## config.mk

```make
export PLATFORM = sky130hd
export DESIGN_NAME = isort_cell
export DESIGN_NICKNAME = d
export VERILOG_FILES = /design/src/rtl/insertion_sorter_defines.svh /design/src/rtl/isort_pkg.sv /design/src/rtl/isort_cell.sv
export SDC_FILE = /design/constraint.sdc
export NUM_CORES = 1
export LEC_CHECK = 0
export BUFFER_PORTS_ARGS = -buffer_cell sky130_fd_sc_hd__clkbuf_2
export CAP_MARGIN = 20
export CORE_ASPECT_RATIO = 0.9
export CORE_MARGIN = 10
export CORE_UTILIZATION = 47
export DETAILED_ROUTE_END_ITERATION = 8
export GPL_TIMING_DRIVEN = 0
export PLACE_DENSITY = 0.93
export SLEW_MARGIN = 10
export SYNTH_ARGS = -nofsm -noshare
export SYNTH_HDL_FRONTEND = slang
export SYNTH_SLANG_ARGS = --single-unit
```

## constraint.sdc

```tcl
create_clock -name clock -period 4.2 [get_ports clock]
set_input_delay 0.63 -clock clock [delete_from_list [all_inputs] [get_ports clock]]
set_output_delay 0.63 -clock clock [all_outputs]
set_load 0.05 [all_outputs]
```

## src/rtl/insertion_sorter_defines.svh

```systemverilog
// Assertion macros for the insertion sorter.
`ifndef INSERTION_SORTER_DEFINES_SVH
`define INSERTION_SORTER_DEFINES_SVH

// Check a property on every rising clock edge outside reset.
`define ISORT_ASSERT(lbl, prop, msg) \
   lbl: assert property (@(posedge clock) disable iff (reset) prop) else $error(msg);

// Check a non-overlapping implication from a condition to a property.
`define ISORT_ASSERT_NEXT(lbl, cond, prop, msg) \
   lbl: assert property (@(posedge clock) disable iff (reset) (cond) |=> (prop)) \
      else $error(msg);

`endif

```

## src/rtl/isort_pkg.sv

```systemverilog
// Shared types and constants for the insertion sorter.
package isort_pkg;

   localparam int ISORT_MAX_ITEMS = 64;
   localparam int ISORT_DATA_W    = 32;

   typedef logic signed [ISORT_DATA_W-1:0] isort_word_type;

   typedef enum logic {
      ST_FILL,
      ST_DRAIN
   } isort_state_type;

   // Per-cycle command broadcast to every cell.
   typedef struct packed {
      logic insert;
      logic shift;
   } isort_ctrl_type;

endpackage

```

## src/rtl/isort_cell.sv

```systemverilog
// One compare-and-shift cell of the sorting chain.
module isort_cell (
   input  logic                     clock,
   input  isort_pkg::isort_ctrl_type ctrl,
   input  logic                     occupied,
   input  isort_pkg::isort_word_type new_value,
   input  isort_pkg::isort_word_type left_value,
   input  logic                     left_gt,
   input  isort_pkg::isort_word_type right_value,
   output isort_pkg::isort_word_type value,
   output logic                     gt
);

   isort_pkg::isort_word_type value_ff;
   isort_pkg::isort_word_type value_in;

   // Empty cells act as plus infinity so the new value lands after the tail.
   assign gt = !occupied || (value_ff > new_value);

   always_comb begin
      value_in = value_ff;
      if (ctrl.insert && gt) begin
         value_in = left_gt ? left_value : new_value;
      end else if (ctrl.shift) begin
         value_in = right_value;
      end
   end

   always_ff @(posedge clock) begin
      value_ff <= value_in;
   end

   assign value = value_ff;

endmodule

```

Word level (Yosys, flattened, before mapping)

Cells that the tools add are included.

Reduce and logical (&&, ||, !) cells: 4
Order comparisons: 1
Mux-type cells: 3

Operator list:

| cell              | number |
|---|---|
| $mux 32           | 3 |
| $gt 32x32->1      | 1 |
| $reduce_bool 2->1 | 1 |
| $logic_and 1x1->1 | 1 |
| $logic_not 1->1   | 1 |
| $logic_or 1x1->1  | 1 |

Flip-flop bits (word level): 32
Output and inout bits: 33
Logic and storage cells: 9

Longest topological paths before layout

Gate-level depths: netlist of the first run.

Depth after elaboration: 4
Mapped depth: 10
Depth with buffers taken out: 9

Worst setup path before layout of the first run

OpenSTA, ideal clock, no wires.

Kind: flip-flop to flip-flop
Start point: register value_ff[31], in the netlist value[31]
End point: register value_ff[0], in the netlist value[0], enable pin
Cell stages (with the launch flop): 10
Arrival time: 3.130 ns
Slack: 0.741 ns
Setup time: 0.330 ns
Period minus slack after synthesis: 3.459 ns
Path through: edfxtp_1 > ha_1 > nand4_1 > or4_4 > nand2b_4 > and3_4 > a2bb2oi_2 > o311ai_4 > buf_6 > or2_2

Word-level cells in the longest chain between the ends: 4

Ends and longest elaborated chain:

| what                               | line             | text |
|---|---|---|
| start: declaration                 | isort_cell.sv:14 | `isort_pkg::isort_word_type value_ff;` |
| start signal: assignment           | isort_cell.sv:30 | `value_ff <= value_in;` |
| $gt 32x32->1                       | isort_cell.sv:18 | `assign gt = !occupied \|\| (value_ff > new_value);` |
| $logic_or 1x1->1                   | isort_cell.sv:18 |  |
| $logic_and 1x1->1                  | isort_cell.sv:22 | `if (ctrl.insert && gt) begin` |
| $reduce_bool 2->1 (no source line) | n/a              |  |

No other way between the ends.
A chain may end at the register's enable or synchronous reset.

Worst setup path in the final report of the first run

Start point: input port new_value[31]
End point: register value_ff[6], in the netlist value[6], enable pin

Word-level cells in the longest chain between the ends: 4

Ends and longest elaborated chain:

| what                               | line             | text |
|---|---|---|
| start: declaration                 | isort_cell.sv:6  | `input isort_pkg::isort_word_type new_value,` |
| $gt 32x32->1                       | isort_cell.sv:18 |  |
| $logic_or 1x1->1                   | isort_cell.sv:18 |  |
| $logic_and 1x1->1                  | isort_cell.sv:22 |  |
| $reduce_bool 2->1 (no source line) | n/a              |  |

No other way between the ends.

==> flow_metrics.tcl, run 1 <==
set metrics [dict create \
    synthesis.area_um2 2680 \
    drcViolationCount 0 \
    clkLatencyLatePin_ns 0.28 \
    vias_per_cell 5.23 \
    drive_gt1_share_pct 44.9 \
    grt_usage_pct 17.3 \
    setup_tns_ns 0 \
    synth_cell_types 29 \
    slew_violations 0 \
    syn_area_per_cell_um2 10.2 \
    ff2ff_setup_slack_ns 0.73 \
    crit_type "in2reg" \
    cp_num_buf_inv 3 \
    vias 2460 \
    setup_ws_ns 0.670 \
    rsz0062_at_grt "no" \
    worstMarginPinSlew_ns 0.783 \
    post-place-ws_ns 0.358 \
    whs_path_depth 2 \
    tritoncts "yes" \
    ioPinCount 134 \
    initial_utilization_pct 49.7 \
    grt_start_max_net_pins 33 \
    multi_input_area_um2 1520 \
    antenna_cells 0 \
    setup_violations 0 \
    fin_crit_ns 3.53 \
    gr-total-overflow 0 \
    largest_reg_flops 32 \
    wirelength_mm 8.29 \
    hold_buffers 0 \
    post_cts_resized 0 \
    ir_drop_mv 0.202 \
    regArea_um2 961 \
    cp_slowest_cell "or4_4" \
    crit_family "simple AND/OR/NAND/NOR gates" \
    wl_per_cell_um 17.6 \
    hp-start "right_value[19]" \
    power_density_nw_per_um2 428 \
    core_um2 5380 \
    dr.first_iter.drc_count 79 \
    syn_inst 263 \
    finalHoldViolations 0 \
    p_leak_nw 1.85 \
    portBuffers 132 \
    max_stage_delay_ns 0.59 \
    place.gp.congestion 0.849 \
    final.period_utilization_pct 84.1 \
    ant_nets 0 \
    cts_setup_buffers 0 \
    ys_ff_latch 32 \
    rr_endpoint "value[6]$_DFFE_PP_" \
    crit_path_end_kind "register" \
    p_total_mw 1.50 \
    die_h_um 91.6 \
    dpl.hpwl_mm 6.97 \
    maxCapViolations 0 \
    dieArea_um2 9120 \
    nFillCells 448 \
    finClkSkew_ns 0.00629 \
    grt_pass1_wl_mm 12.9 \
    htree_levels 2 \
    clock_sinks 32 \
    fmax_mhz 283 \
    status "finished, final reports clean" \
    start_kind "primary input" \
    arrival_ns 3.46 \
    synth_edf_count 32 \
    ys.flop_type "edfxtp_1" \
    yosys_warnings 0 \
    rr_startpoint "value[31]$_DFFE_PP_" \
    holdCritPathClass "in2reg" \
    fp.dieW_um 99.5 \
    dp_cells 462 \
    cts_buffers 5 \
    fin_nets 535 \
    post-route-util_pct 65.1 \
    drt-pass1-iter-count 4 \
    reg2reg_depth 9 \
    rows 25 \
    syn_nets 396 \
    clkTransAtPathRegs_ns 0.07 \
    critPathRequiredTime_ns 4.13 \
    slew_headroom_pct 47.8 \
    min_to "value[19]$_DFFE_PP_" \
    grt_pass1_vias 2709 \
    ys_seq_area_share_pct 35.9 \
    cts_root_buffer "clkbuf_8" \
    critPathMaxFanout 32 \
    area_growth_pct 30.8 \
    path_cells "clkbuf_2, inv_1, ha_1, nand4_1, or4_4, nand2b_4, and3_4, a2bb2oi_2, o311ai_4, buf_6, or2_2" \
    clk_path_buf_depth 2 \
    antenna_found_initial 0 \
    async_flop_share_pct 0 \
    fin_cells 470 \
]
[where the power goes]
group          switching (mW)  leakage (nW)  internal (mW)
combinational           0.499          1.49          0.279
sequential             0.0401         0.327          0.447
clock                   0.119        0.0399          0.116
[cell type report]
class | count | area share [%]
clock inverter | 1 | 0.107
buffer | 10 | 1.75
multi-input combinational | 186 | 43.5
tap | 67 | 2.39
timing repair buffer | 132 | 18.9
inverter | 35 | 3.75
clock buffer | 7 | 2.18
sequential | 32 | 27.4
[placed cells by master (no fill, tap or decap), types with 5 or more instances in the layout]
master / instances
clkbuf_2: 132
nand2_1: 40
inv_1: 35
o21ai_0: 35
ha_1: 32
edfxtp_1: 32
mux2_4: 29
a21oi_1: 16
nand4_1: 8
clkbuf_1: 8
clkbuf_8: 5
[synth_stat cells, types with 2 or more instances]
cell,number,area share [%]
a21oi_1,16,3.0
buf_6,3,1.3
clkbuf_1,6,0.84
edfxtp_1,32,36
ha_1,32,15
inv_1,35,4.9
mux2_2,4,1.7
mux2_4,29,16
nand2_1,40,5.6
nand3_1,3,0.56
nand4_1,8,1.9
nor3_1,3,0.56
o211ai_1,2,0.56
o21ai_0,35,6.5
[worst max path at each step]
stage | endpoint | depth (start not counted) | slack (ns) | start
2_1_floorplan | value[0]$_DFFE_PP_ | 9 | 0.74 | value[31]$_DFFE_PP_
3_3_place_gp | value[5]$_DFFE_PP_ | 11 | 0.42 | new_value[31]
3_5_place_dp | value[13]$_DFFE_PP_ | 11 | 0.36 | new_value[31]
4_1_cts | value[6]$_DFFE_PP_ | 11 | 0.66 | new_value[31]
5_1_grt | value[6]$_DFFE_PP_ | 11 | 0.49 | new_value[31]
6_report | value[6]$_DFFE_PP_ | 11 | 0.67 | new_value[31]
[routing by layer]
| metal | global-route usage (%) | up-vias | share of wire, % |
|---|---|---|---|
| met5 | 0 | - | 0 |
| met4 | 5.85 | 0 | 1.9 |
| met3 | 5.15 | 17 | 6.9 |
| met2 | 31.9 | 92 | 52 |
| met1 | 18.1 | 1134 | 39 |
| li1 | - | 1217 | - |
[kinds of logic after synthesis]
| family | count (synthesis) | synth area share (%) |
|---|---|---|
| AO/OA/AOI/OAI | 60 | 13.1 |
| adder cells (fa/ha/maj) | 32 | 15.0 |
| buffers and inverters | 45 | 7.20 |
| flip-flops | 32 | 35.9 |
| multiplexers | 33 | 18.0 |
| AND/OR/NAND/NOR | 61 | 10.9 |
[worst reg2reg max path: stages, from the launching register on]
cell and delay [ns]:
edfxtp_1 0.39, ha_1 0.43, nand4_1 0.18, or4_4 0.59, nand2b_4 0.16, and3_4 0.19, a2bb2oi_2 0.16, o311ai_4 0.19
buf_6 0.22, or2_2 0.59
[metrics by stage]
| stage | hold slack, ns | instance area, µm² |
|---|---|---|
| finish | 0.644 | 3500 |
| global route | 0.638 | 3500 |
| CTS | 0.636 | 3500 |
| detailed placement | 0.934 | 3420 |
| global placement | 0.932 | 3420 |
| floorplan | 0.848 | 2680 |
Note: power is estimated with default switching activity, not from simulation.
==> run 2: changes to the inputs <==
- ABC_AREA: not set -> 1
- CORE_UTILIZATION: 47 -> 42
- PLACE_DENSITY: 0.93 -> 0.88
- clock period: 4.2 -> 3 ns (I/O delays scaled with it)
==> flow_metrics.tcl, run 2 <==
set metrics [dict create \
    slew_violations 0 \
    dieArea_um2 9940 \
    fmax_mhz 358 \
    synth_top_area_share_pct 36.0 \
    cts_root_buffer "clkbuf_8" \
    dpl.hpwl_mm 7.23 \
    finalHoldViolations 0 \
    p_comb_share_pct 47.2 \
    crit_type "reg2out" \
    final.period_utilization_pct 93.2 \
    rsz0062_at_grt "no" \
    grt_pass1_vias 3051 \
    dr.first_iter.drc_count 124 \
    start_kind "register" \
    ioPinCount 134 \
    maxCapViolations 0 \
    hp-start "right_value[25]" \
    p_leak_nw 2.00 \
    reg2reg_depth 12 \
    arrival_ns 2.35 \
    setup_violations 0 \
    ff2ff_setup_slack_ns 0.31 \
    slew_headroom_pct 64.7 \
    wl_per_cell_um 15.1 \
    fin_nets 631 \
    clk_path_buf_depth 2 \
    drt-pass1-iter-count 4 \
    wirelength_mm 8.79 \
    ant_nets 0 \
    power_density_nw_per_um2 504 \
    rows 27 \
    hold_buffers 0 \
    critPathRequiredTime_ns 2.55 \
    cp_slowest_cell "edfxtp_1" \
    fin_crit_ns 2.80 \
    drcViolationCount 0 \
    area_growth_pct 32.2 \
    crit_path_end_kind "primary output" \
    critPathMaxFanout 10 \
    grt_pass1_wl_mm 14.2 \
    portBuffers 131 \
    pwr-share-clk_pct 17.2 \
    worst_path_most_repeated_cell "nand2_1" \
    grt_start_max_net_pins 33 \
    layout_commonest_cell "nand2_1" \
    yosys_warnings 0 \
    p_sw_share_pct 43.8 \
    place.gp.congestion 0.848 \
    worstMarginPinSlew_ns 0.530 \
    cts_buffers 5 \
    ir_drop_mv 0.209 \
    synth_edf_count 32 \
    ys_seq_area_share_pct 36.0 \
    holdCritPathClass "in2reg" \
    finClkSkew_ns 0.00719 \
    fin_cells 583 \
    htree_levels 2 \
    largest_reg_flops 32 \
    ys_ff_latch 32 \
    gr-total-overflow 0 \
    seqPwrFrac_pct 35.6 \
    synthesis.area_um2 2670 \
    path_cells "ha_4, nand2_1, nor2_2, nand2_1, nor3b_2, nand2_1, nand3_1, nand3_2, nand2_4, buf_4, buf_6" \
    clkLatencyLatePin_ns 0.29 \
    clock_sinks 32 \
    rr_startpoint "value[31]$_DFFE_PP_" \
    min_to "value[25]$_DFFE_PP_" \
    initial_utilization_pct 43.4 \
    status "finished, final reports clean" \
    vias_per_cell 4.90 \
    syn_area_per_cell_um2 7.41 \
    layout_common_cells "134 x nand2_1, 130 x clkbuf_2, 42 x inv_1" \
    nFillCells 616 \
    dp_cells 578 \
    core_um2 6150 \
    drive_gt1_share_pct 30.4 \
    power_switching_uw 778 \
    tritoncts "yes" \
    whs_path_depth 3 \
    async_flop_share_pct 0 \
    syn_inst 360 \
    yosys-top-cells-area "edfxtp_1 36%, nand2_1 19%, ha_1 15%, nand3_1 6.6%, o21ai_0 6.2%" \
    fp.dieW_um 104 \
    antenna_found_initial 0 \
    vias 2858 \
    cp_num_buf_inv 2 \
    setup_tns_ns 0 \
    synth_cell_types 20 \
    antenna_cells 0 \
    syn_nets 493 \
    die_h_um 95.6 \
    crit_family "simple AND/OR/NAND/NOR gates" \
    clkTransAtPathRegs_ns 0.07 \
    power.internal_uw 999 \
    synth_commonest_cells "135 x nand2_1, 42 x inv_1, 35 x nand3_1, 33 x o21ai_0" \
    max_stage_delay_ns 0.43 \
    rr_endpoint "value[15]$_DFFE_PP_" \
    grt_usage_pct 17.5 \
    synth_area_leader_cell "edfxtp_1" \
    ys.flop_type "edfxtp_1" \
    yosysMostFrequentCell "nand2_1" \
]
==> run 2: cell count changes after synthesis, moves of 4 or more <==
cell,delta
inv_1,+7
mux2_4,-29
nand4_1,-6
nor2_1,+9
nand3_1,+32
nand2_1,+95
clkbuf_1,+4
==> run 2: tightest hold or removal path: stages <==
cell and delay, ns:
clkbuf_2 0.08, nand2_1 0.04, nand2_1 0.04
==> run 2: how the worst max path moves through the flow <==
stage	from	to	depth (start not counted)
after global placement	new_value[31]	value[18]$_DFFE_PP_	14
after detailed placement	new_value[31]	value[17]$_DFFE_PP_	14
after CTS	value[31]$_DFFE_PP_	gt	11
final	value[31]$_DFFE_PP_	gt	11
after floorplan	value[31]$_DFFE_PP_	value[0]$_DFFE_PP_	12
after global routing	value[31]$_DFFE_PP_	gt	11
==> run 2: layer usage <==
metal	vias to the layer above	global-route usage, %	part of all wire (%)
met1	1283	19.0	40
met4	0	4.98	0.94
met3	11	6.54	9.7
met5	-	0	0
li1	1450	-	-
met2	114	31.6	49
==> run 2: power by group through the flow <==
stage / clock [mW] / combinational, mW / sequential, mW
3_3_place_gp: 0 / 0.810 / 0.633
4_1_cts: 0.311 / 0.839 / 0.631
3_5_place_dp: 0 / 0.833 / 0.641
2_1_floorplan: 0 / 0.345 / 0.884
6_report: 0.306 / 0.839 / 0.632
5_1_grt: 0.325 / 0.928 / 0.644
==> run 2: cell families (layout without fill, tap and decap cells) <==
logic type / Yosys count / after routing / synth area share (%)
AOI/OAI and AO/OA: 50 / 50 / 9.67
adders and majority gates: 32 / 32 / 15.0
buffers and inverters: 59 / 195 / 9.62
DFF: 32 / 32 / 36.0
muxes: 1 / 1 / 0.422
and+or+nand+nor: 186 / 186 / 29.2
==> run 2: through the flow <==
| stage | power, mW | hold WS, ns | worst slack [ns] | instance area [µm²] | util (%) |
|---|---|---|---|---|---|
| 6_report | 1.78 | 0.423 | 0.204 | 3530 | 57.3 |
| 5_1_grt | 1.90 | 0.434 | 0.00191 | 3530 | 57.3 |
| 4_1_cts | 1.78 | 0.418 | 0.0199 | 3510 | 57.0 |
| 3_5_place_dp | 1.47 | 0.716 | -0.133 | 3430 | 55.8 |
| 3_3_place_gp | 1.44 | 0.715 | -0.0495 | 3430 | 55.8 |
| 2_1_floorplan | 1.23 | 0.629 | 0.202 | 2670 | - |
==> run 2: what timing repair did <==
| action | 4_1_cts | 5_1_grt |
|---|---|---|
| gates resized for setup | 1 | 5 |
| endpoints found under the setup margin | 32 | 1 |
| endpoints found under the hold margin | 0 | 0 |
| buffers inserted | 0 | 0 |
==> run 2: layout make-up <==
class,instances,area (µm²),area share (%)
repair buffers,131,662,18.8
multi-input cells,269,1470,41.7
inverters,42,158,4.47
plain buffers,17,98.8,2.80
flip-flops and latches,32,961,27.3
well taps,87,109,3.09
clock buffers,5,68.8,1.95
